===== src/rtl/gtm_pkg.sv =====
`timescale 1ns / 1ps
// ----------------------------------------------------------------------------
// gtm_pkg
// Types, codes, tables and constants shared by the gamepad-to-touch mapper.
// ----------------------------------------------------------------------------
package gtm_pkg;

    localparam int TABLE_LEN              = 11;
    localparam int MAPPED_BUTTONS_DEFAULT = 11;
    localparam int IDX_W                  = $clog2(TABLE_LEN);

    localparam int IN_DATA_W   = 80;
    localparam int OUT_DATA_W  = 24;
    localparam int OUT_USER_W  = 6;
    localparam int CFG_INDEX_W = 3;
    localparam int CFG_DATA_W  = 16;

    // Division by 25 * 32767: reciprocal estimate, then one correction step
    localparam int QUO_BITS    = 18;
    localparam int PROD_W      = 27;
    localparam int SCALE_W     = 10;
    localparam int RECIP_W     = 23;
    localparam int RECIP_SHIFT = 32;
    localparam int NUM_W       = PROD_W + SCALE_W;
    localparam int DEN_W       = 20;
    localparam int REM_W       = DEN_W + 1;
    localparam int OFF_W       = QUO_BITS + 1;

    localparam logic [DEN_W-1:0]   DIV_DEN    = 20'd819175;
    localparam logic [SCALE_W-1:0] MOVE_SCALE = 10'd768;
    localparam logic [SCALE_W-1:0] AIM_SCALE  = 10'd960;
    localparam logic [RECIP_W-1:0] RECIP_MOVE =
        RECIP_W'((64'(MOVE_SCALE) << RECIP_SHIFT) / 64'(DIV_DEN));
    localparam logic [RECIP_W-1:0] RECIP_AIM  =
        RECIP_W'((64'(AIM_SCALE) << RECIP_SHIFT) / 64'(DIV_DEN));

    localparam logic [16:0] ONE_Q16 = 17'd65536;
    localparam logic [15:0] AIM_LO  = 16'd3277;
    localparam logic [15:0] AIM_HI  = 16'd62259;

    localparam logic [14:0] DEAD_ZONE_RST     = 15'd8000;
    localparam logic [11:0] MOVE_GAIN_RST     = 12'd256;
    localparam logic [11:0] AIM_GAIN_RST      = 12'd256;
    localparam logic [15:0] MOVE_CENTER_X_RST = 16'd16384;
    localparam logic [15:0] MOVE_CENTER_Y_RST = 16'd49152;
    localparam logic [15:0] AIM_CENTER_X_RST  = 16'd49152;
    localparam logic [15:0] AIM_CENTER_Y_RST  = 16'd32768;

    localparam logic [3:0] SLOT_MOVE        = 4'd0;
    localparam logic [3:0] SLOT_AIM         = 4'd1;
    localparam logic [3:0] SLOT_BUTTON_BASE = 4'd5;

    typedef enum logic [1:0] {
        ACT_PRESS   = 2'd0,
        ACT_RELEASE = 2'd1,
        ACT_MOVE    = 2'd2
    } action_t;

    typedef enum logic [CFG_INDEX_W-1:0] {
        CFG_DEAD_ZONE     = 3'd0,
        CFG_MOVE_GAIN     = 3'd1,
        CFG_AIM_GAIN      = 3'd2,
        CFG_MOVE_CENTER_X = 3'd3,
        CFG_MOVE_CENTER_Y = 3'd4,
        CFG_AIM_CENTER_X  = 3'd5,
        CFG_AIM_CENTER_Y  = 3'd6
    } cfg_reg_t;

    typedef enum logic [2:0] {
        EV_NONE,
        EV_BUTTON,
        EV_MOVE_PRESS,
        EV_MOVE_MOVE,
        EV_MOVE_RELEASE,
        EV_AIM_PRESS,
        EV_AIM_MOVE
    } ev_kind_t;

    typedef enum logic [2:0] {
        ST_IDLE,
        ST_CHECK,
        ST_SCAN,
        ST_WAIT_DIV,
        ST_LEFT,
        ST_RIGHT,
        ST_RIGHT_EV
    } ctrl_state_t;

    typedef enum logic [1:0] {
        LP_IDLE,
        LP_LOAD,
        LP_STEP,
        LP_FINAL
    } lane_phase_t;

    typedef struct packed {
        logic             capture;
        logic             div_start;
        ev_kind_t         ev;
        logic [IDX_W-1:0] btn_idx;
        logic             aim_update;
        logic             aim_recentre;
        logic             commit;
    } gtm_cmd_t;

    typedef struct packed {
        logic connected;
        logic btn_edge;
        logic defl_left;
        logic defl_right;
        logic move_active;
        logic aim_active;
        logic div_done;
        logic ev_free;
    } gtm_status_t;

    function automatic logic [15:0] btn_mask(input logic [IDX_W-1:0] idx);
        logic [15:0] m;
        unique case (idx)
            4'd0:    m = 16'h0001;
            4'd1:    m = 16'h0002;
            4'd2:    m = 16'h0004;
            4'd3:    m = 16'h0008;
            4'd4:    m = 16'h0010;
            4'd5:    m = 16'h0100;
            4'd6:    m = 16'h0200;
            4'd7:    m = 16'h1000;
            4'd8:    m = 16'h2000;
            4'd9:    m = 16'h4000;
            4'd10:   m = 16'h8000;
            default: m = 16'h0000;
        endcase
        return m;
    endfunction

    // x in the high half, y in the low half, Q0.16
    function automatic logic [31:0] btn_pos(input logic [IDX_W-1:0] idx);
        logic [31:0] p;
        unique case (idx)
            4'd0:    p = {16'd32768, 16'd9830};
            4'd1:    p = {16'd32768, 16'd55706};
            4'd2:    p = {16'd9830,  16'd32768};
            4'd3:    p = {16'd55706, 16'd32768};
            4'd4:    p = {16'd62259, 16'd3277};
            4'd5:    p = {16'd6554,  16'd36045};
            4'd6:    p = {16'd58982, 16'd22938};
            4'd7:    p = {16'd32768, 16'd55706};
            4'd8:    p = {16'd55706, 16'd32768};
            4'd9:    p = {16'd13107, 16'd45875};
            4'd10:   p = {16'd52429, 16'd13107};
            default: p = 32'd0;
        endcase
        return p;
    endfunction

endpackage


===== src/rtl/gtm_ctrl.sv =====
`timescale 1ns / 1ps
// ----------------------------------------------------------------------------
// gtm_ctrl
// Sequencer for one poll: capture, button scan, movement touch, aim touch.
// ----------------------------------------------------------------------------
module gtm_ctrl
    import gtm_pkg::*;
#(
    parameter int MAPPED_BUTTONS = MAPPED_BUTTONS_DEFAULT
)
(
    input  logic        clk,
    input  logic        rst_n,
    input  logic        in_valid,
    output logic        in_ready,
    input  gtm_status_t status,
    output gtm_cmd_t    cmd
);

    localparam int SCAN_COUNT = (MAPPED_BUTTONS < TABLE_LEN) ? MAPPED_BUTTONS : TABLE_LEN;
    localparam logic [IDX_W-1:0] SCAN_LAST = IDX_W'(SCAN_COUNT - 1);

    ctrl_state_t      state_reg, state_next;
    logic [IDX_W-1:0] idx_reg, idx_next;

    always_ff @(posedge clk or negedge rst_n)
    begin
        if (!rst_n)
        begin
            state_reg <= ST_IDLE;
            idx_reg   <= '0;
        end
        else
        begin
            state_reg <= state_next;
            idx_reg   <= idx_next;
        end
    end

    always_comb
    begin
        state_next       = state_reg;
        idx_next         = idx_reg;
        in_ready         = 1'b0;
        cmd.capture      = 1'b0;
        cmd.div_start    = 1'b0;
        cmd.ev           = EV_NONE;
        cmd.btn_idx      = idx_reg;
        cmd.aim_update   = 1'b0;
        cmd.aim_recentre = 1'b0;
        cmd.commit       = 1'b0;
        unique case (state_reg)
            ST_IDLE:
            begin
                in_ready = 1'b1;
                if (in_valid)
                begin
                    cmd.capture = 1'b1;
                    state_next  = ST_CHECK;
                end
            end
            ST_CHECK:
            begin
                // drop a disconnected poll untouched
                if (!status.connected)
                begin
                    state_next = ST_IDLE;
                end
                else
                begin
                    cmd.div_start = 1'b1;
                    idx_next      = '0;
                    state_next    = ST_SCAN;
                end
            end
            ST_SCAN:
            begin
                if (!status.btn_edge || status.ev_free)
                begin
                    if (status.btn_edge)
                    begin
                        cmd.ev = EV_BUTTON;
                    end
                    if (idx_reg == SCAN_LAST)
                    begin
                        state_next = ST_WAIT_DIV;
                    end
                    else
                    begin
                        idx_next = idx_reg + 1'b1;
                    end
                end
            end
            ST_WAIT_DIV:
            begin
                if (status.div_done)
                begin
                    state_next = ST_LEFT;
                end
            end
            ST_LEFT:
            begin
                if (status.defl_left)
                begin
                    if (status.ev_free)
                    begin
                        if (!status.move_active)
                        begin
                            cmd.ev = EV_MOVE_PRESS;
                        end
                        else
                        begin
                            cmd.ev     = EV_MOVE_MOVE;
                            state_next = ST_RIGHT;
                        end
                    end
                end
                else if (status.move_active)
                begin
                    if (status.ev_free)
                    begin
                        cmd.ev     = EV_MOVE_RELEASE;
                        state_next = ST_RIGHT;
                    end
                end
                else
                begin
                    state_next = ST_RIGHT;
                end
            end
            ST_RIGHT:
            begin
                if (status.defl_right)
                begin
                    cmd.aim_update = 1'b1;
                    state_next     = ST_RIGHT_EV;
                end
                else
                begin
                    cmd.aim_recentre = 1'b1;
                    cmd.commit       = 1'b1;
                    state_next       = ST_IDLE;
                end
            end
            ST_RIGHT_EV:
            begin
                if (status.ev_free)
                begin
                    if (!status.aim_active)
                    begin
                        cmd.ev = EV_AIM_PRESS;
                    end
                    else
                    begin
                        cmd.ev     = EV_AIM_MOVE;
                        cmd.commit = 1'b1;
                        state_next = ST_IDLE;
                    end
                end
            end
            default:
            begin
                state_next = ST_IDLE;
            end
        endcase
    end

endmodule


===== config.mk =====
export PLATFORM = sky130hd
export DESIGN_NAME = gtm_ctrl
export DESIGN_NICKNAME = d
export VERILOG_FILES = /design/src/rtl/gtm_pkg.sv /design/src/rtl/gtm_ctrl.sv
export SDC_FILE = /design/constraint.sdc
export NUM_CORES = 1
export LEC_CHECK = 0
export ABC_CLOCK_PERIOD_IN_PS = 5300
export BUFFER_PORTS_ARGS = -buffer_cell sky130_fd_sc_hd__buf_4
export CORE_MARGIN = 10
export CORE_UTILIZATION = 40
export CTS_BUF_LIST = sky130_fd_sc_hd__clkbuf_16
export CTS_CLUSTER_DIAMETER = 30
export DETAILED_ROUTE_END_ITERATION = 8
export GPL_TIMING_DRIVEN = 0
export PLACE_DENSITY = 0.68
export SLEW_MARGIN = 40
export SYNTH_ARGS = -nofsm -noshare
export SYNTH_HDL_FRONTEND = slang
export SYNTH_SLANG_ARGS = --single-unit

===== constraint.sdc =====
create_clock -name clk -period 5.3 [get_ports clk]
set_input_delay 0.265 -clock clk [delete_from_list [all_inputs] [get_ports clk]]
set_output_delay 0.265 -clock clk [all_outputs]
set_load 0.05 [all_outputs]

## Word level (Yosys, flattened, before mapping)

Index checks and enable logic that the tools add are counted.

| operators by class | value |
|---|---|
| $add $sub $neg | 1 |
| eq/ne operators | 18 |
| muxes and demuxes | 39 |
| reductions and logical operators | 6 |

Operators with widths:

| kind | count |
|---|---|
| two-way mux 3 bit | 16 |
| case mux 3 bit (7 select lines) | 1 |
| inequality test 2 bit (second input constant) | 8 |
| two-way mux 4 bit | 3 |
| two-way mux 1 bit | 11 |
| two-way mux 2 bit | 5 |
| == test 3 bit (second input constant) | 3 |
| inequality test 3 bit (second input constant) | 3 |
| case mux 3 bit (3 select lines) | 1 |
| AND reduction 9 bit | 1 |
| case mux 4 bit (2 select lines) | 1 |
| == test 3 x 2 -> 1 bit (second input constant) | 2 |
| adder 4 x 1 -> 4 bit (second input constant) | 1 |
| == test 4 bit (second input constant) | 1 |
| AND reduction 4 bit | 1 |
| == test 3 x 1 -> 1 bit (second input constant) | 1 |
| logical NOT 3 bit | 1 |
| case mux 1 bit (2 select lines) | 1 |
| nonzero test 2 bit | 1 |
| logical NOT 1 bit | 1 |
| logical OR 1 bit | 1 |

| word-level totals | value |
|---|---|
| register bits after elaboration | 7 |
| input bits | 11 |
| output and inout bits | 13 |
| logic and storage cells | 66 |

## Depth between registers and ports, before layout

Gate-level depths: netlist of run 1.

| depth | value |
|---|---|
| depth in word-level cells | 4 |
| gate-level depth with buffers | 6 |
| gate-level depth less buffers | 6 |

## Worst setup path before layout of run 1

OpenSTA, ideal clock, no wires.

| timing path | value |
|---|---|
| path type | flip-flop to output port |
| start | register state_reg[2] |
| end | output cmd[11] (netlist bit) |
| arrival | 2.259 ns |
| data required time | 5.035 ns |
| slack | 2.776 ns |
| cell stages (with the launch flop) | 4 |
| buffers on the path | 1 |
| cell sequence | dfrtp_1 clkbuf_1 nor3_1 and2_1 |

RTL lines:

| what | RTL line | source |
|---|---|---|
| from (decl) | gtm_ctrl.sv:23 | `ctrl_state_t state_reg, state_next;` |
| from (signal assigned) | gtm_ctrl.sv:35 | `state_reg <= state_next;` |
| to (decl) | gtm_ctrl.sv:17 | `output gtm_cmd_t cmd` |

==> results of run 1 <==
## worst register-to-register path, stage by stage (launching register included)
cell and delay [ns]:
dfrtp_1 0.44, or3b_4 0.45, o21ai_0 0.31, and2_4 0.22, mux2_4 0.30
## through the flow
stage | utilization, % | hold slack [ns] | std cells
3_5_place_dp | 54.7 | 0.0841 | 115
2_1_floorplan | - | -0.0306 | 76
4_1_cts | 60.7 | 0.392 | 120
6_report | 60.7 | 0.388 | 120
5_1_grt | 60.7 | 0.407 | 120
3_3_place_gp | 54.7 | 0.0815 | 115
## power by group
| group | total, mW | switching [mW] | internal, mW | leakage [nW] |
|---|---|---|---|---|
| registers | 0.0955 | 0.0237 | 0.0718 | 0.0931 |
| clock network | 0.126 | 0.0275 | 0.0980 | 0.0423 |
| logic | 0.284 | 0.177 | 0.107 | 0.344 |
| total | 0.505 | 0.228 | 0.277 | 0.479 |
## cell type report
type / instances / area [sq um] / share of cell area, %
Buffer: 2 / 8.76 / 0.980
Clock inverter: 1 / 3.75 / 0.420
Sequential cell: 7 / 175 / 19.6
Timing Repair Buffer: 24 / 183 / 20.4
Multi-Input combinational cell: 62 / 409 / 45.8
Inverter: 5 / 18.8 / 2.10
Clock buffer: 3 / 75.1 / 8.40
Tap cell: 16 / 20.0 / 2.24
## routing by layer
metal | global-route usage, % | up-vias
met3 | 4.29 | 4
met5 | 0 | -
li1 | - | 324
met1 | 12.8 | 307
met4 | 7.21 | 0
met2 | 16.8 | 27
## final timing paths
| kind | endpoint | startpoint | depth (start not counted) | slack, ns |
|---|---|---|---|---|
| max | cmd[7] | state_reg[2] | 5 | 3.34 |
| min | idx_reg[2] | rst_n | 2 | 0.39 |
| max reg2reg | idx_reg[1] | state_reg[0] | 4 | 3.46 |
| min reg2reg | idx_reg[3] | idx_reg[3] | 2 | 0.57 |
| max in group asynchronous | state_reg[1] | rst_n | 2 | 4.79 |
| min in group clk | state_reg[1] | status[4] | 3 | 0.42 |
## layout by cell type, fill, tap and decap left out
cell           Yosys  routed
o211ai_1           1       1
a21o_2             1       1
nor2_1             8       8
nor3_1             2       2
and2_4             1       1
or2b_1             2       2
nor2b_1            3       3
nand4bb_1          1       1
o22ai_1            1       1
a21oi_1            3       3
ha_1               2       2
a32oi_1            1       1
o21ai_0            1       1
o2111ai_1          1       1
buf_2              1       1
mux2_4             2       2
or2_1              1       1
a211o_1            1       1
dlygate4sd3_1      0       1
clkbuf_1           1       1
nand3_1            4       4
mux2i_1            3       3
and3_1             2       2
a41oi_1            1       1
clkbuf_16          0       3
o31ai_1            1       1
buf_4              0      23
inv_1              5       6
nand2_1            8       8
dfrtp_1            7       7
nand2b_1           4       4
and2_1             2       2
or3b_4             1       1
and3b_1            1       1
nand4_1            3       3
## synth_stat cells, types with 3 or more instances
library cell / n / share of area, %
nand2_1: 8 / 4.9
dfrtp_1: 7 / 29
nor2_1: 8 / 4.9
nand3_1: 4 / 3.3
mux2i_1: 3 / 4.9
nand2b_1: 4 / 4.1
nor2b_1: 3 / 3.1
inv_1: 5 / 3.1
nand4_1: 3 / 3.1
a21oi_1: 3 / 2.5
## cells by family (layout without fill, tap and decap cells)
family	count (synthesis)	in the layout
muxes	5	5
adders and majority gates	2	2
AOI/OAI and AO/OA	12	12
DFF	7	7
buffers and inverters	7	35
and+or+nand+nor	43	43
## timing repair
| item | 4_1_cts | 5_1_grt |
|---|---|---|
| hold buffers | 1 | 0 |
| hold endpoints to repair | 7 | 0 |
| buffers inserted | 0 | 0 |
==> results.sh, run 1 <==
export IMPL_cp_arrival_ns=1.69
export IMPL_path_clk_slew_ns=0.04
export IMPL_gp_congestion=0.882
export IMPL_pin_count=24
export IMPL_rsz0062_at_grt="no"
export IMPL_cts_root_buf="clkbuf_16"
export IMPL_numCtsBuffers=3
export IMPL_h_tree_depth=1
export IMPL_peakVddDrop_uv=221
export IMPL_hold_viol=0
export IMPL_route_met2_wl_microns=843
export IMPL_place_ws_ns=3.48
export IMPL_p_per_area_nw_per_um2=566
export IMPL_routed_wl_met3_microns=133
export IMPL_synth_cell_type_count=32
export IMPL_grt_first_pass_wirelength_microns=3160
export IMPL_fillerInstances=136
export IMPL_drt_initial_drc_count=18
export IMPL_worst_slack_ns=3.34
export IMPL_clock_latency_ns=0.23
export IMPL_top_layer_used="met4"
export IMPL_synthMuxAreaShare_pct=9.82
export IMPL_dr_pass1_iters=4
export IMPL_avgSynthCellArea_sq_um=8.05
export IMPL_synth_edff_count=0
export IMPL_synth_simple_gate_area_share_pct=39.1
export IMPL_crit_buf_inv=2
export IMPL_postRouteAntennaNets=0
export IMPL_ys_warn_count=0
export IMPL_wl_microns=1800
export IMPL_rows=14
export IMPL_clock_skew_ns=0.000612
export IMPL_area_growth_pct=46.0
export IMPL_fin_area_sq_um=893
export IMPL_synth_top_family_by_area="simple AND/OR/NAND/NOR gates"
export IMPL_met1Wirelength_microns=785
export IMPL_synth_xor_area_share_pct=0
export IMPL_grt_util_all_layers_pct=11.2
export IMPL_antenna_found_initial=0
export IMPL_maxCapViolCount=0
export IMPL_hpwl_microns=1380
export IMPL_holdCritPathClass="primary input to async pin"
export IMPL_die_area_sq_um=3490
export IMPL_postCtsResizedCells=0
export IMPL_num_antenna_cells=0
export IMPL_slew_headroom_pct=67.5
export IMPL_nNetsFinal=118
export IMPL_drive_above_1_share_pct=30.8
export IMPL_syn_inst=76
export IMPL_dieWidth_microns=59.1
export IMPL_grt_pass1_vias=682
export IMPL_fin_setup_tns_ns=0
export IMPL_asyncSetResetFlopFracSynth_pct=100
export IMPL_path_cells="clkbuf_1 > nor2b_1 > a32oi_1 > nor2_1 > buf_4"
export IMPL_crit_slowest_cell="dfrtp_1"
export IMPL_slowest_delay_ns=0.43
export IMPL_worst_pin_slew_ns=0.488
export IMPL_min_period_over_period_pct=36.9
export IMPL_dpl_cell_area_sq_um=805
export IMPL_syn_nets=89
export IMPL_crit_path_max_fanout=10
export IMPL_p_leak_nw=0.479
export IMPL_grt_start_max_net_pins=11
export IMPL_vias=662
export IMPL_fmax_mhz=511
export IMPL_crit_type="register to output port"
export IMPL_core_area_sq_um=1470
export IMPL_critPathLaunchType="register"
export IMPL_yosysSeqAreaShare_pct=28.6
export IMPL_wl_per_cell_microns=15.0
export IMPL_cts_tree="built"
export IMPL_largest_register_ffs=4
export IMPL_finalSetupViolCount=0
export IMPL_ys_flop_type="dfrtp_1"
export IMPL_clock_sinks=7
export IMPL_status="finished clean"
export IMPL_cp_top_family="buffers and inverters"
export IMPL_ys_seq_elements=7
export IMPL_die_h_microns=59.1
export IMPL_grt_remaining_overflow=0
export IMPL_drc=0
export IMPL_endpoint_kind="output port"
export IMPL_vias_per_cell=5.52
export IMPL_min_period_ns=1.96
export IMPL_clock_path_buffers=2
export IMPL_crit_required_ns=5.04
export IMPL_syn_area_sq_um=612
export IMPL_start_util_pct=41.6
export IMPL_power_mw=0.505
export IMPL_synth_adder_area_share_pct=4.09
export IMPL_synth_compound_area_share_pct=13.9
export IMPL_io_buffers=23
export IMPL_maxSlewViolCount=0
Power figures use the tool's default switching activity.
==> run 2: changes to the inputs <==
--- a/config.mk
+++ b/config.mk
@@ -5,7 +5,7 @@
 export SDC_FILE = /design/constraint.sdc
 export NUM_CORES = 1
 export LEC_CHECK = 0
-export ABC_CLOCK_PERIOD_IN_PS = 5300
+export ABC_CLOCK_PERIOD_IN_PS = 1900
 export BUFFER_PORTS_ARGS = -buffer_cell sky130_fd_sc_hd__buf_4
 export CORE_MARGIN = 10
 export CORE_UTILIZATION = 40
==> constraint.sdc (replaced) <==
create_clock -name clk -period 1.9 [get_ports clk]
set_input_delay 0.095 -clock clk [delete_from_list [all_inputs] [get_ports clk]]
set_output_delay 0.095 -clock clk [all_outputs]
set_load 0.05 [all_outputs]
==> results.sh, run 2 (synthesis results as in run 1) <==
export IMPL_crit_required_ns=2.01
export IMPL_fin_setup_tns_ns=0
export IMPL_h_tree_depth=1
export IMPL_pin_count=24
export IMPL_multi_input_area_sq_um=414
export IMPL_core_area_sq_um=1470
export IMPL_p_per_area_nw_per_um2=1560
export IMPL_drive_above_1_share_pct=33.7
export IMPL_antenna_found_initial=0
export IMPL_drt_initial_drc_count=11
export IMPL_area_growth_pct=47.2
export IMPL_wl_per_cell_microns=14.0
export IMPL_finalSetupViolCount=0
export IMPL_rows=14
export IMPL_crit_path_max_fanout=7
export IMPL_drc=0
export IMPL_p_int_mw=0.782
export IMPL_postRouteAntennaNets=0
export IMPL_power_share_clock_pct=25.0
export IMPL_slew_headroom_pct=72.4
export IMPL_worst_pin_slew_ns=0.414
export IMPL_seq_power_share_pct=18.7
export IMPL_grt_first_pass_wirelength_microns=2910
export IMPL_dp_cells=115
export IMPL_peakVddDrop_uv=820
export IMPL_clock_latency_ns=0.23
export IMPL_crit_buf_inv=0
export IMPL_p_sw_mw=0.627
export IMPL_fmax_mhz=565
export IMPL_clock_sinks=7
export IMPL_cts_setup_buffers=0
export IMPL_path_depth=4
export IMPL_vias=650
export IMPL_final_cell_mix="buf_4 (23), nand2_1 (8), nor2_1 (8)"
export IMPL_crit_type="register to register"
export IMPL_maxCapViolCount=0
export IMPL_min_period_over_period_pct=93.2
export IMPL_combPwrFrac_pct=56.2
export IMPL_numCtsBuffers=3
export IMPL_cp_arrival_ns=1.88
export IMPL_nNetsFinal=118
export IMPL_clock_path_buffers=2
export IMPL_hold_viol=0
export IMPL_vias_per_cell=5.42
export IMPL_reg2reg_depth=4
export IMPL_die_h_microns=59.1
export IMPL_hpwl_microns=1360
export IMPL_cp_top_family="simple AND/OR/NAND/NOR gates"
export IMPL_fillerInstances=144
export IMPL_holdCritPathClass="primary input to async pin"
export IMPL_critPathLaunchType="register"
export IMPL_p_leak_nw=0.482
export IMPL_endpoint_kind="register"
export IMPL_dieWidth_microns=59.1
export IMPL_cts_tree="built"
export IMPL_rsz0062_at_grt="no"
export IMPL_grt_util_all_layers_pct=10.5
export IMPL_maxSlewViolCount=0
export IMPL_largest_register_ffs=4
export IMPL_crit_slowest_cell="or3b_4"
export IMPL_cts_root_buf="clkbuf_16"
export IMPL_clock_skew_ns=0.00340
export IMPL_die_area_sq_um=3490
export IMPL_dr_pass1_iters=4
export IMPL_hold_slack_ns=0.221
export IMPL_min_period_ns=1.77
export IMPL_path_cells="or3b_4 > o21ai_1 > and2_4 > mux2_4"
export IMPL_num_antenna_cells=0
export IMPL_grt_pass1_vias=680
export IMPL_status="finished clean"
export IMPL_layout_commonest_cell="buf_4"
export IMPL_grt_start_max_net_pins=11
export IMPL_slowest_delay_ns=0.45
export IMPL_wl_microns=1690
export IMPL_instances_no_fill=120
export IMPL_io_buffers=23
export IMPL_gp_congestion=0.791
export IMPL_grt_remaining_overflow=0
export IMPL_final_seq_area_sq_um=176
export IMPL_p_sw_share_pct=44.5
export IMPL_path_clk_slew_ns=0.04
export IMPL_start_util_pct=41.6
## run 2: what timing repair did
action	in CTS	in global routing
hold buffers	1	0
resized for setup	0	3
endpoints found under the hold margin	7	0
setup endpoints to repair	0	3
## run 2: final timing paths
| kind | startpoint | endpoint | slack (ns) |
|---|---|---|---|
| max | state_reg[0] | idx_reg[0] | 0.13 |
| min | rst_n | idx_reg[2] | 0.22 |
| max reg2reg | state_reg[0] | idx_reg[0] | 0.13 |
| min reg2reg | idx_reg[3] | idx_reg[3] | 0.57 |
| max in group asynchronous | rst_n | idx_reg[0] | 1.55 |
| min in group clk | status[4] | state_reg[1] | 0.25 |
## run 2: stage by stage
step	power (mW)	utilization, %	worst slack (ns)	area [sq um]
2_1_floorplan	0.849	-	0.0161	618
4_1_cts	1.42	61.1	0.0189	900
5_1_grt	1.51	61.2	0.0541	901
3_3_place_gp	1.04	55.1	0.0894	811
6_report	1.41	61.2	0.129	901
3_5_place_dp	1.06	55.1	0.0406	811
## run 2: cell type report
class	count	area share, %
Tap cell	16	2.22
Timing Repair Buffer	24	20.3
Clock buffer	3	8.33
Multi-Input combinational cell	62	46.0
Clock inverter	1	0.417
Buffer	2	1.11
Inverter	5	2.08
Sequential cell	7	19.6
## run 2: worst reg2reg max path, delay by kind of cell (launching register included)
kind / cells / cell delay [ns]
compound gates: 1 / 0.25
flops: 1 / 0.44
mux: 1 / 0.30
simple gates: 2 / 0.66
## run 2: metal layers
layer	wire, microns	GRT usage, %
met5	0	0
met4	27	6.89
met3	109	2.79
met2	826	17.1
met1	722	11.7
## run 2: power groups by stage
| stage | Sequential (mW) | Clock, mW | Combinational, mW |
|---|---|---|---|
| 2_1_floorplan | 0.330 | 0 | 0.518 |
| 3_3_place_gp | 0.261 | 0 | 0.782 |
| 3_5_place_dp | 0.264 | 0 | 0.792 |
| 4_1_cts | 0.263 | 0.359 | 0.798 |
| 5_1_grt | 0.277 | 0.372 | 0.863 |
| 6_report | 0.264 | 0.353 | 0.792 |
==> run 3: changes to the inputs <==
--- a/config.mk
+++ b/config.mk
@@ -5,7 +5,7 @@
 export SDC_FILE = /design/constraint.sdc
 export NUM_CORES = 1
 export LEC_CHECK = 0
-export ABC_CLOCK_PERIOD_IN_PS = 1900
+export ABC_CLOCK_PERIOD_IN_PS = 2300
 export BUFFER_PORTS_ARGS = -buffer_cell sky130_fd_sc_hd__buf_4
 export CORE_MARGIN = 10
 export CORE_UTILIZATION = 40
==> constraint.sdc (replaced) <==
create_clock -name clk -period 2.3 [get_ports clk]
set_input_delay 0.115 -clock clk [delete_from_list [all_inputs] [get_ports clk]]
set_output_delay 0.115 -clock clk [all_outputs]
set_load 0.05 [all_outputs]
==> results.sh, run 3 (synthesis results as in run 1) <==
export IMPL_status="finished clean"
export IMPL_grt_start_max_net_pins=11
export IMPL_hold_slack_ns=0.234
export IMPL_cp_arrival_ns=1.95
export IMPL_grt_remaining_overflow=0
export IMPL_drive_above_1_share_pct=31.7
export IMPL_met3_usage_pct=2.15
export IMPL_worstReg2RegStart="state_reg[0]"
export IMPL_grt_util_met2_pct=16.7
export IMPL_antenna_found_initial=0
export IMPL_startpoint="state_reg[0]"
export IMPL_start_util_pct=41.6
export IMPL_nNetsFinal=118
export IMPL_cts_tree="built"
export IMPL_layout_commonest_cell="buf_4"
export IMPL_maxCapViolCount=0
export IMPL_met1_usage_pct=10.7
export IMPL_fin_util_pct=61.1
export IMPL_reg2reg_depth=4
export IMPL_r2r_setup_slack_ns=0.47
export IMPL_p_leak_nw=0.480
export IMPL_fmax_mhz=545
export IMPL_postRouteAntennaNets=0
export IMPL_holdCritPathClass="primary input to async pin"
export IMPL_wl_microns=1650
export IMPL_wl_per_cell_microns=13.8
export IMPL_worst_pin_slew_ns=0.428
export IMPL_cts_setup_buffers=0
export IMPL_h_tree_depth=1
export IMPL_dr_pass1_iters=4
export IMPL_core_area_sq_um=1470
export IMPL_worst_slack_ns=0.466
export IMPL_clock_sinks=7
export IMPL_hold_viol=0
export IMPL_vias=637
export IMPL_crit_end="idx_reg[0]"
export IMPL_clock_skew_ns=0.00109
export IMPL_cts_root_buf="clkbuf_16"
export IMPL_pin_count=24
export IMPL_grt_busiest_layer="met2"
export IMPL_clock_latency_ns=0.23
export IMPL_numCtsBuffers=3
export IMPL_min_period_ns=1.83
export IMPL_p_per_area_nw_per_um2=1290
export IMPL_area_growth_pct=46.8
export IMPL_fin_setup_tns_ns=0
export IMPL_min_period_over_period_pct=79.7
export IMPL_vias_per_cell=5.31
export IMPL_grt_pass1_vias=659
export IMPL_num_antenna_cells=0
export IMPL_finalSetupViolCount=0
export IMPL_slew_headroom_pct=71.5
export IMPL_drt_initial_drc_count=7
export IMPL_clock_path_buffers=2
export IMPL_largest_register_ffs=4
export IMPL_fin_area_sq_um=898
export IMPL_crit_required_ns=2.41
export IMPL_place_ws_ns=0.481
export IMPL_dpl_cell_area_sq_um=810
export IMPL_peakVddDrop_uv=617
export IMPL_dieWidth_microns=59.1
export IMPL_rows=14
export IMPL_rsz0062_at_grt="no"
export IMPL_grt_first_pass_wirelength_microns=2790
export IMPL_grt_util_all_layers_pct=10.1
export IMPL_holdBufCountCts=1
export IMPL_endpoint_kind="register"
export IMPL_die_h_microns=59.1
export IMPL_hpwl_microns=1320
export IMPL_r2r_end="idx_reg[0]"
export IMPL_crit_path_max_fanout=7
export IMPL_path_clk_slew_ns=0.04
export IMPL_io_buffers=23
export IMPL_postCtsResizedCells=0
export IMPL_gp_congestion=0.765
export IMPL_final_cell_mix="buf_4 (23), nand2_1 (8), nor2_1 (8)"
export IMPL_die_area_sq_um=3490
export IMPL_drc=0
export IMPL_critPathLaunchType="register"
export IMPL_crit_type="register to register"
export IMPL_maxSlewViolCount=0
## run 3: cell count changes in the layout (fill, tap and decap cells not counted)
cell / before / now
clkbuf_2: 1 / 0
dfrtp_2: 1 / 0
clkbuf_1: 0 / 1
dfrtp_1: 6 / 7
o21ai_0: 0 / 1
o21ai_1: 1 / 0
## run 3: worst max-delay path: stages (launching register included)
cell	delay, ns
dfrtp_1	0.44
or3b_4	0.45
o21ai_0	0.31
and2_4	0.22
mux2_4	0.29
## run 3: through the flow
step	total power, mW	std cells
6_report	1.16	120
5_1_grt	1.24	120
4_1_cts	1.17	120
3_5_place_dp	0.867	115
3_3_place_gp	0.860	115
2_1_floorplan	0.700	76
## run 3: worst min path at each step
stage | start | end | cells after the start
2_1_floorplan | rst_n | idx_reg[0] | 0
3_3_place_gp | rst_n | idx_reg[1] | 1
3_5_place_dp | rst_n | idx_reg[1] | 1
4_1_cts | rst_n | idx_reg[1] | 2
5_1_grt | rst_n | idx_reg[2] | 2
6_report | rst_n | idx_reg[1] | 2
## run 3: where the power goes
group / total, mW / leakage, nW / internal, mW / switching [mW]
clock network: 0.293 / 0.0423 / 0.226 / 0.0668
logic: 0.646 / 0.345 / 0.250 / 0.395
registers: 0.218 / 0.0931 / 0.166 / 0.0524
total: 1.16 / 0.480 / 0.642 / 0.515
## run 3: area by class of cell
| type | count | area (sq um) |
|---|---|---|
| buffer | 2 | 8.76 |
| clock buffer | 3 | 75.1 |
| clock inverter | 1 | 3.75 |
| fill | 140 | 573 |
| inverter | 5 | 18.8 |
| multi-input combinational | 62 | 414 |
| sequential | 7 | 175 |
| tap | 16 | 20.0 |
| timing repair buffer | 24 | 183 |
## run 3: routing by layer
metal | part of all wire (%) | up-vias | routed length [microns]
met3 | 5.4 | 4 | 89
met5 | 0 | - | 0
met2 | 48 | 19 | 792
li1 | - | 324 | -
met1 | 44 | 290 | 734
met4 | 2.3 | 0 | 38
